==> config.mk <==
export PLATFORM = sky130hd
export DESIGN_NAME = odd_even_transposition_sorter_top
export DESIGN_NICKNAME = d
export VERILOG_FILES = /design/src/rtl/core/oets_pkg.sv /design/src/rtl/core/oets_datapath.sv /design/src/rtl/core/oets_ctrl.sv /design/src/rtl/core/odd_even_transposition_sorter_top.sv
export VERILOG_INCLUDE_DIRS = /design/src /design/src/rtl/core
export SDC_FILE = /design/constraint.sdc
export NUM_CORES = 2
export LEC_CHECK = 0
export ABC_AREA = 1
export BUFFER_PORTS_ARGS = -buffer_cell sky130_fd_sc_hd__buf_2
export CORE_MARGIN = 5
export CORE_UTILIZATION = 40
export CTS_CLUSTER_DIAMETER = 80
export CTS_CLUSTER_SIZE = 10
export DETAILED_ROUTE_END_ITERATION = 12
export HOLD_SLACK_MARGIN = 0.1
export PLACE_DENSITY_LB_ADDON = 0.12
export SKIP_LAST_GASP = 1
export SLEW_MARGIN = 40
export SYNTH_ARGS = -nofsm -noshare
export SYNTH_HDL_FRONTEND = slang
export SYNTH_SLANG_ARGS = --single-unit
==> constraint.sdc <==
create_clock -name clk_i -period 2.3 [get_ports clk_i]
set_input_delay 0.23 -clock clk_i [delete_from_list [all_inputs] [get_ports clk_i]]
set_output_delay 0.23 -clock clk_i [all_outputs]
set_load 0.02 [all_outputs]
==> src/rtl/core/odd_even_transposition_sorter_top_defines.svh <==
// Assertion macros shared by the sorter RTL.
`ifndef ODD_EVEN_TRANSPOSITION_SORTER_TOP_DEFINES_SVH
`define ODD_EVEN_TRANSPOSITION_SORTER_TOP_DEFINES_SVH

`ifndef NO_ASSERTIONS

// Same-cycle implication, checked on every clock edge outside reset.
`define OETS_ASSERT_IMP(label, ante, cons) \
  label: assert property (@(posedge clk_i) disable iff (!rst_ni) (ante) |-> (cons)) \
    else $error("oets assertion failed");

// Next-cycle implication, checked on every clock edge outside reset.
`define OETS_ASSERT_NXT(label, ante, cons) \
  label: assert property (@(posedge clk_i) disable iff (!rst_ni) (ante) |=> (cons)) \
    else $error("oets assertion failed");

`else

`define OETS_ASSERT_IMP(label, ante, cons)
`define OETS_ASSERT_NXT(label, ante, cons)

`endif

`endif

==> src/rtl/core/oets_pkg.sv <==
// Types and constants shared by the odd-even transposition sorter.
package oets_pkg;

  // Width of one stored value.
  localparam int unsigned VALUE_W = 18;

  // One input transaction.
  typedef struct packed {
    logic signed [VALUE_W-1:0] sample_value;
    logic                      is_last;
  } sample_t;

  // One output transaction.
  typedef struct packed {
    logic signed [VALUE_W-1:0] sorted_value;
    logic                      is_last_res;
  } result_t;

  // Commands from the controller to the datapath.
  typedef struct packed {
    logic store_wr;   // store the incoming value if there is room
    logic sort_step;  // run one compare-exchange phase
    logic sort_odd;   // phase parity: 0 even pairs, 1 odd pairs
    logic emit_pop;   // move the smallest value into the output register
  } cmd_t;

  // Status from the datapath to the controller.
  typedef struct packed {
    logic phase_moved;  // the current phase exchanges at least one pair
    logic last_pop;     // exactly one value is left in the store
  } sts_t;

endpackage

==> src/rtl/core/oets_datapath.sv <==
// Element store, compare-exchange network and output register of the sorter.
`include "odd_even_transposition_sorter_top_defines.svh"

module oets_datapath
  import oets_pkg::*;
#(
  parameter int unsigned MAX_ELEMENTS = 32
) (
  input  logic    clk_i,
  input  logic    rst_ni,
  input  cmd_t    cmd_i,
  input  sample_t sample_i,
  output sts_t    sts_o,
  output result_t res_o
);

  localparam int unsigned CntW = $clog2(MAX_ELEMENTS + 1);
  localparam int unsigned IdxW = $clog2(MAX_ELEMENTS);

  logic signed [VALUE_W-1:0] elem_q [MAX_ELEMENTS];
  logic signed [VALUE_W-1:0] elem_d [MAX_ELEMENTS];
  logic [CntW-1:0]           count_q, count_d;
  logic                      full;
  logic                      phase_moved;
  result_t                   res_q;

  assign full = (count_q == CntW'(MAX_ELEMENTS));

  // Next store contents: load, one compare-exchange phase, or shift out.
  always_comb begin
    elem_d      = elem_q;
    count_d     = count_q;
    phase_moved = 1'b0;
    if (cmd_i.store_wr && !full) begin
      elem_d[count_q[IdxW-1:0]] = sample_i.sample_value;
      count_d                   = count_q + CntW'(1);
    end
    // Pairs of one parity are disjoint, so all of them swap in the same cycle.
    if (cmd_i.sort_step) begin
      for (int i = 0; i < int'(MAX_ELEMENTS) - 1; i++) begin
        if ((((i % 2) != 0) == cmd_i.sort_odd) && (CntW'(i + 1) < count_q) &&
            (elem_q[i] > elem_q[i+1])) begin
          elem_d[i]   = elem_q[i+1];
          elem_d[i+1] = elem_q[i];
          phase_moved = 1'b1;
        end
      end
    end
    // The smallest value sits at entry zero; the rest moves down one place.
    if (cmd_i.emit_pop) begin
      for (int i = 0; i < int'(MAX_ELEMENTS) - 1; i++) begin
        elem_d[i] = elem_q[i+1];
      end
      count_d = count_q - CntW'(1);
    end
  end

  // Store contents carry no reset; only entries below the count are read.
  always_ff @(posedge clk_i) begin
    elem_q <= elem_d;
  end

  // Fill count.
  always_ff @(posedge clk_i or negedge rst_ni) begin
    if (!rst_ni) begin
      count_q <= '0;
    end else begin
      count_q <= count_d;
    end
  end

  // Output register, loaded on each pop.
  always_ff @(posedge clk_i) begin
    if (cmd_i.emit_pop) begin
      res_q.sorted_value <= elem_q[0];
      res_q.is_last_res  <= (count_q == CntW'(1));
    end
  end

  assign sts_o.phase_moved = phase_moved;
  assign sts_o.last_pop    = (count_q == CntW'(1));
  assign res_o             = res_q;

  // The count never passes the store depth.
  `OETS_ASSERT_IMP(a_count_range, 1'b1, count_q <= CntW'(MAX_ELEMENTS))
  // Each pop removes exactly one value.
  `OETS_ASSERT_NXT(a_pop_count, cmd_i.emit_pop, count_q == $past(count_q) - CntW'(1))
  // The values come out in ascending order.
  `OETS_ASSERT_NXT(a_pop_order, cmd_i.emit_pop && !sts_o.last_pop,
                   elem_q[0] >= res_q.sorted_value)

endmodule

==> src/rtl/core/oets_ctrl.sv <==
// Controller state machine of the sorter: load, sort phases, emit.
`include "odd_even_transposition_sorter_top_defines.svh"

module oets_ctrl
  import oets_pkg::*;
(
  input  logic clk_i,
  input  logic rst_ni,
  input  logic in_valid_i,
  input  logic in_last_i,
  output logic in_stall_o,
  output logic out_valid_o,
  input  logic out_stall_i,
  input  sts_t sts_i,
  output cmd_t cmd_o
);

  typedef enum logic [3:0] {
    ST_LOAD = 4'b0001,
    ST_EVEN = 4'b0010,
    ST_ODD  = 4'b0100,
    ST_EMIT = 4'b1000
  } state_e;

  state_e state_q, state_d;
  logic   moved_q, moved_d;
  logic   out_valid_q, out_valid_d;
  logic   slot_free;

  // The output register can take a value when empty or being drained.
  assign slot_free = !out_valid_q || !out_stall_i;

  // Next state and commands.
  always_comb begin
    state_d     = state_q;
    moved_d     = moved_q;
    out_valid_d = out_valid_q && out_stall_i;
    cmd_o       = '0;
    in_stall_o  = 1'b1;
    unique case (state_q)
      ST_LOAD: begin
        in_stall_o = 1'b0;
        if (in_valid_i) begin
          cmd_o.store_wr = 1'b1;
          if (in_last_i) begin
            state_d = ST_EVEN;
          end
        end
      end
      ST_EVEN: begin
        cmd_o.sort_step = 1'b1;
        moved_d         = sts_i.phase_moved;
        state_d         = ST_ODD;
      end
      ST_ODD: begin
        cmd_o.sort_step = 1'b1;
        cmd_o.sort_odd  = 1'b1;
        // A round without any exchange means the run is in order.
        if (moved_q || sts_i.phase_moved) begin
          state_d = ST_EVEN;
        end else begin
          state_d = ST_EMIT;
        end
      end
      ST_EMIT: begin
        if (slot_free) begin
          cmd_o.emit_pop = 1'b1;
          out_valid_d    = 1'b1;
          if (sts_i.last_pop) begin
            state_d = ST_LOAD;
          end
        end
      end
      default: begin
        state_d = ST_LOAD;
      end
    endcase
  end

  // Control registers.
  always_ff @(posedge clk_i or negedge rst_ni) begin
    if (!rst_ni) begin
      state_q     <= ST_LOAD;
      moved_q     <= 1'b0;
      out_valid_q <= 1'b0;
    end else begin
      state_q     <= state_d;
      moved_q     <= moved_d;
      out_valid_q <= out_valid_d;
    end
  end

  assign out_valid_o = out_valid_q;

  // The final value of a run starts the sort.
  `OETS_ASSERT_NXT(a_last_starts_sort, in_valid_i && !in_stall_o && in_last_i,
                   state_q == ST_EVEN)
  // A quiet round ends sorting.
  `OETS_ASSERT_NXT(a_quiet_round_emits, state_q == ST_ODD && !moved_q && !sts_i.phase_moved,
                   state_q == ST_EMIT)
  // The last pop hands a valid result over and reopens loading.
  `OETS_ASSERT_NXT(a_last_pop_reload, cmd_o.emit_pop && sts_i.last_pop,
                   state_q == ST_LOAD && out_valid_q)
  // Inputs are taken only while loading.
  `OETS_ASSERT_IMP(a_stall_outside_load, state_q != ST_LOAD, in_stall_o)

endmodule

==> src/rtl/core/odd_even_transposition_sorter_top.sv <==
// Top level of the odd-even transposition sorter.
//
//   channel   direction  handshake                 payload
//   in        input      in_valid_i / in_stall_o   sample_t (sample_value, is_last)
//   out       output     out_valid_o / out_stall_i result_t (sorted_value, is_last_res)
//
// Loading takes a value whenever in_valid_i is high; a run of n values is held in a register store.
// Sorting runs in rounds of an even then an odd phase, at most n/2 + 1 rounds,
// rounded up: the last of them is the quiet round that ends the sort.
// Emitting pops a value whenever the output register is empty or out_stall_i is low.
// No input transaction is taken from the last input value until the last result is in
// the output register. Reset clears only the fill count and control; no clearing pass.
module odd_even_transposition_sorter_top
  import oets_pkg::*;
#(
  parameter int unsigned MAX_ELEMENTS = 32
) (
  input  logic    clk_i,
  input  logic    rst_ni,
  input  logic    in_valid_i,
  output logic    in_stall_o,
  input  sample_t in_data_i,
  output logic    out_valid_o,
  input  logic    out_stall_i,
  output result_t out_data_o
);

  cmd_t cmd;
  sts_t sts;

  // Sequencer.
  oets_ctrl u_ctrl (
    .clk_i       (clk_i),
    .rst_ni      (rst_ni),
    .in_valid_i  (in_valid_i),
    .in_last_i   (in_data_i.is_last),
    .in_stall_o  (in_stall_o),
    .out_valid_o (out_valid_o),
    .out_stall_i (out_stall_i),
    .sts_i       (sts),
    .cmd_o       (cmd)
  );

  // Store and compare-exchange network.
  oets_datapath #(
    .MAX_ELEMENTS (MAX_ELEMENTS)
  ) u_datapath (
    .clk_i    (clk_i),
    .rst_ni   (rst_ni),
    .cmd_i    (cmd),
    .sample_i (in_data_i),
    .sts_o    (sts),
    .res_o    (out_data_o)
  );

endmodule
==> results.py <==
metrics = {
    "status": {
        "status": "finished with violations",
        "violations": "setup timing",
    },
    "logic_synthesis": {
        "ys_seq_area_share_pct": 24.0,
        "synth_edf_count": 19,
        "ys.flop_type": "dfxtp_1",
        "syn-cell-area_sq_mm": 0.0516,
        "syn_area_per_cell_sq_um": 6.63,
        "ys_seq_elements": 607,
        "yosysWarnings": 0,
        "syn_nets": 8364,
        "synth.distinct_cells": 55,
        "netlist_instances": 7779,
        "ys_async_sr_fraction_pct": 1.98,
    },
    "worst_setup_path": {
        "slowest_delay_ns": 0.43,
        "crit_path_top_delay_cell": "dfrtp_1",
        "r2r_start": "u_ctrl.state_q[1]",
        "r2r_end": "u_datapath.elem_q[93]",
        "worstRegToRegCells": 15,
        "path_common_cell": "buf_6",
        "path_class": "reg2reg",
        "worstPathRequired_ns": 2.85,
        "r2r_setup_slack_ns": -0.38,
        "critPathTopFamily": "compound AO/OA/AOI/OAI gates",
        "crit_path_end_kind": "flip-flop",
        "path_cells": "nor2_4 > nand3_4 > buf_6 > buf_6 > a21oi_4 > o31ai_4 > a31oi_4 > nand2_4 > buf_6 > a21oi_4 > buf_4 > clkbuf_16 > o211ai_1 > o211ai_1 > o21ai_0",
        "cp-start-kind": "flip-flop",
        "cp.buffers_inverters": 5,
        "arrival_ns": 3.23,
        "cp_max_fo": 10,
    },
    "layout": {
        "nNetsFinal": 10000,
        "fill_cells": 11400,
        "seqCellArea_sq_mm": 0.0131,
        "syn_to_final_growth_pct": 52.5,
        "multiInputGateArea_sq_mm": 0.0384,
        "final_layout_size_suffix_gt1_share_pct": 36.5,
    },
    "cts": {
        "clkTransAtPathRegs_ns": 0.06,
        "root_buffer": "clkbuf_16",
        "clock_sinks": 607,
        "cts_buffers": 75,
        "clockBufferDepth": 3,
        "clock_latency_ns": 0.69,
        "htreeDepth": 3,
        "cts_tree": "yes",
    },
    "floorplanning": {
        "core-area_sq_mm": 0.128,
        "die_area_sq_mm": 0.136,
        "die_width_um": 369,
        "start_util_pct": 40.4,
        "rows": 131,
        "die_y_um": 369,
        "io_pins": 44,
    },
    "timing": {
        "fin_skew_ns": 0.0351,
        "period_needed_ns": 2.68,
        "rsz0062_at_grt": "yes",
        "maxSlewViolCount": 0,
        "fin_ws_ns": -0.378,
        "tns_ns": -110.54,
        "timing.fmax_mhz": 373,
        "max_slew_margin_pct": 39.5,
        "hold_viol": 0,
        "setup_violations": 558,
        "worst_pin_slew_ns": 0.907,
        "finalCritPeriodShare_pct": 116,
    },
    "routing": {
        "routed_wl_mm": 256,
        "postRouteAntennaNets": 0,
        "dr.pass1.iters": 6,
        "drc_errors": 0,
        "vias_per_cell": 5.76,
        "vias": 64200,
        "drtIter0Drc": 7173,
        "wire_per_inst_um": 23.0,
    },
    "power_and_ir_drop": {
        "power_leakage_nw": 37.2,
        "power_density_mw_per_mm2": 1700,
        "vdd_drop_max_mv": 0.893,
        "power_mw": 134,
    },
    "global_route": {
        "track_usage_pct": 33.8,
        "grt_pass1_wl_mm": 355,
        "antenna_found_initial": 8,
        "grt_pass1_vias": 57700,
        "grt_start_max_net_pins": 94,
        "grt-ovfl-total": 0,
    },
    "min_path": {
        "hp-start": "in_data_i[5]",
        "hp-class": "in2reg",
        "min_to": "u_datapath.elem_q[220]",
        "min_path_cells": 5,
    },
    "placed_design": {
        "dp_hpwl_mm": 178,
        "dp_worst_setup_slack_ns": -0.597,
        "portBuffers": 43,
        "place_congestion": 0.982,
    },
    "run": {
        "maxCapViolCount": 0,
    },
}
## per-stage QoR
step	utilization, %	cell area [sq um]	std cells	hold WS [ns]
final	61.6	78700	11100	0.193
after global routing	61.5	78700	11100	0.200
after CTS	56.0	71600	10900	0.142
after detailed placement	52.0	66500	10700	0.186
after global placement	52.0	66500	10700	0.184
after floorplan	-	51800	7779	-0.0656
## synth_stat cells, drive strengths merged (19+ instances only)
library cell | instances | area share, %
clkbuf | 300 | 2.2
dfxtp | 576 | 22
o21bai | 21 | 0.31
a211oi | 26 | 0.38
a21oi | 722 | 7.2
inv | 1035 | 7.5
a311oi | 46 | 0.78
ha | 562 | 14
nand3 | 105 | 1.1
o211ai | 611 | 8.9
a21o | 32 | 0.47
o22ai | 63 | 0.76
mux2i | 144 | 2.8
nand2 | 1414 | 10
o221ai | 31 | 0.53
buf | 180 | 1.8
a31oi | 36 | 0.44
nor2 | 761 | 5.7
nand4 | 48 | 0.58
o21ai | 942 | 9.2
edfxtp | 19 | 1.1
## state kept, by name (all words and copies together) (netlist names)
signal / flops
u_ctrl.moved_q: 1
u_ctrl.out_valid_o: 1
u_ctrl.state_q: 4
u_datapath.count_q: 6
u_datapath.elem_q: 576
u_datapath.res_o: 19
## layout make-up
class	instances	area share, %
clock inverters	13	0.229
diodes	5	0.0159
repair buffers	2060	23.9
well taps	1662	2.64
flip-flops and latches	607	16.7
multi-input cells	5650	48.8
inverters	1042	5.10
repair inverters	1	0.0111
clock buffers	100	2.65
## layout by cell type, fill, tap and decap left out, drive strengths merged, types with 63 or more instances in the layout
master  synthesis  layout
buf           180    2011
dfxtp         576     576
a21oi         722     722
nand2        1414    1414
clkbuf        300     139
o22ai          63      63
ha            562     562
o21ai         942     942
inv          1035    1037
mux2i         144     144
nand3         105     105
o211ai        611     611
nor2          761     761
## cell families (layout without fill, tap and decap cells)
kind of cell	after synthesis	count (layout)	share of synthesized area (%)
mux	144	144	2.79
other cells	0	5	0
buf+inv	1522	3216	11.6
fa+ha+maj	562	562	13.6
compound gates	2575	2575	29.7
simple gates	2365	2365	18.2
flops	607	607	24.0
xor+xnor	4	4	0.0679
## where the power goes
group,internal (mW),switching [mW]
Combinational,46.4,54.0
Sequential,16.4,4.87
Clock,6.64,5.47
Total,69.5,64.3
## how the worst max path moves through the flow
stage,slack (ns),end,cells after the start,from
finish,-0.38,u_datapath.elem_q[93],15,u_ctrl.state_q[1]
global route,-0.50,u_datapath.elem_q[149],18,u_datapath.elem_q[139]
CTS,-0.28,u_datapath.elem_q[405],14,u_ctrl.state_q[1]
detailed placement,-0.60,u_datapath.elem_q[370],15,u_datapath.elem_q[377]
global placement,-0.60,u_ctrl.state_q[3],18,u_datapath.elem_q[95]
floorplan,-0.03,u_datapath.elem_q[226],17,u_datapath.elem_q[233]
## worst register-to-register path, delay by kind of cell (launching register included)
family	cells	cell delay [ns]
AO/OA/AOI/OAI	7	0.99
buffers and inverters	5	0.77
flip-flops	1	0.43
AND/OR/NAND/NOR	3	0.35
## what timing repair did
action / CTS / global route
hold endpoints to repair: 15 / 0
setup endpoints to repair: 561 / 576
pin swaps: 93 / 355
resized for setup: 467 / 1346
buffers inserted: 78 / 153
hold buffers: 6 / 0
cloned: 19 / 49
## layer usage
| metal | vias up | GRT usage (%) | part of all wire (%) |
|---|---|---|---|
| li1 | 30000 | - | - |
| met1 | 30300 | 46.5 | 42 |
| met2 | 3134 | 51.4 | 43 |
| met3 | 706 | 6.68 | 10 |
| met4 | 2 | 14.5 | 5.2 |
| met5 | - | 0 | 0.0047 |
No activity file was read; power rests on OpenSTA's default activity.
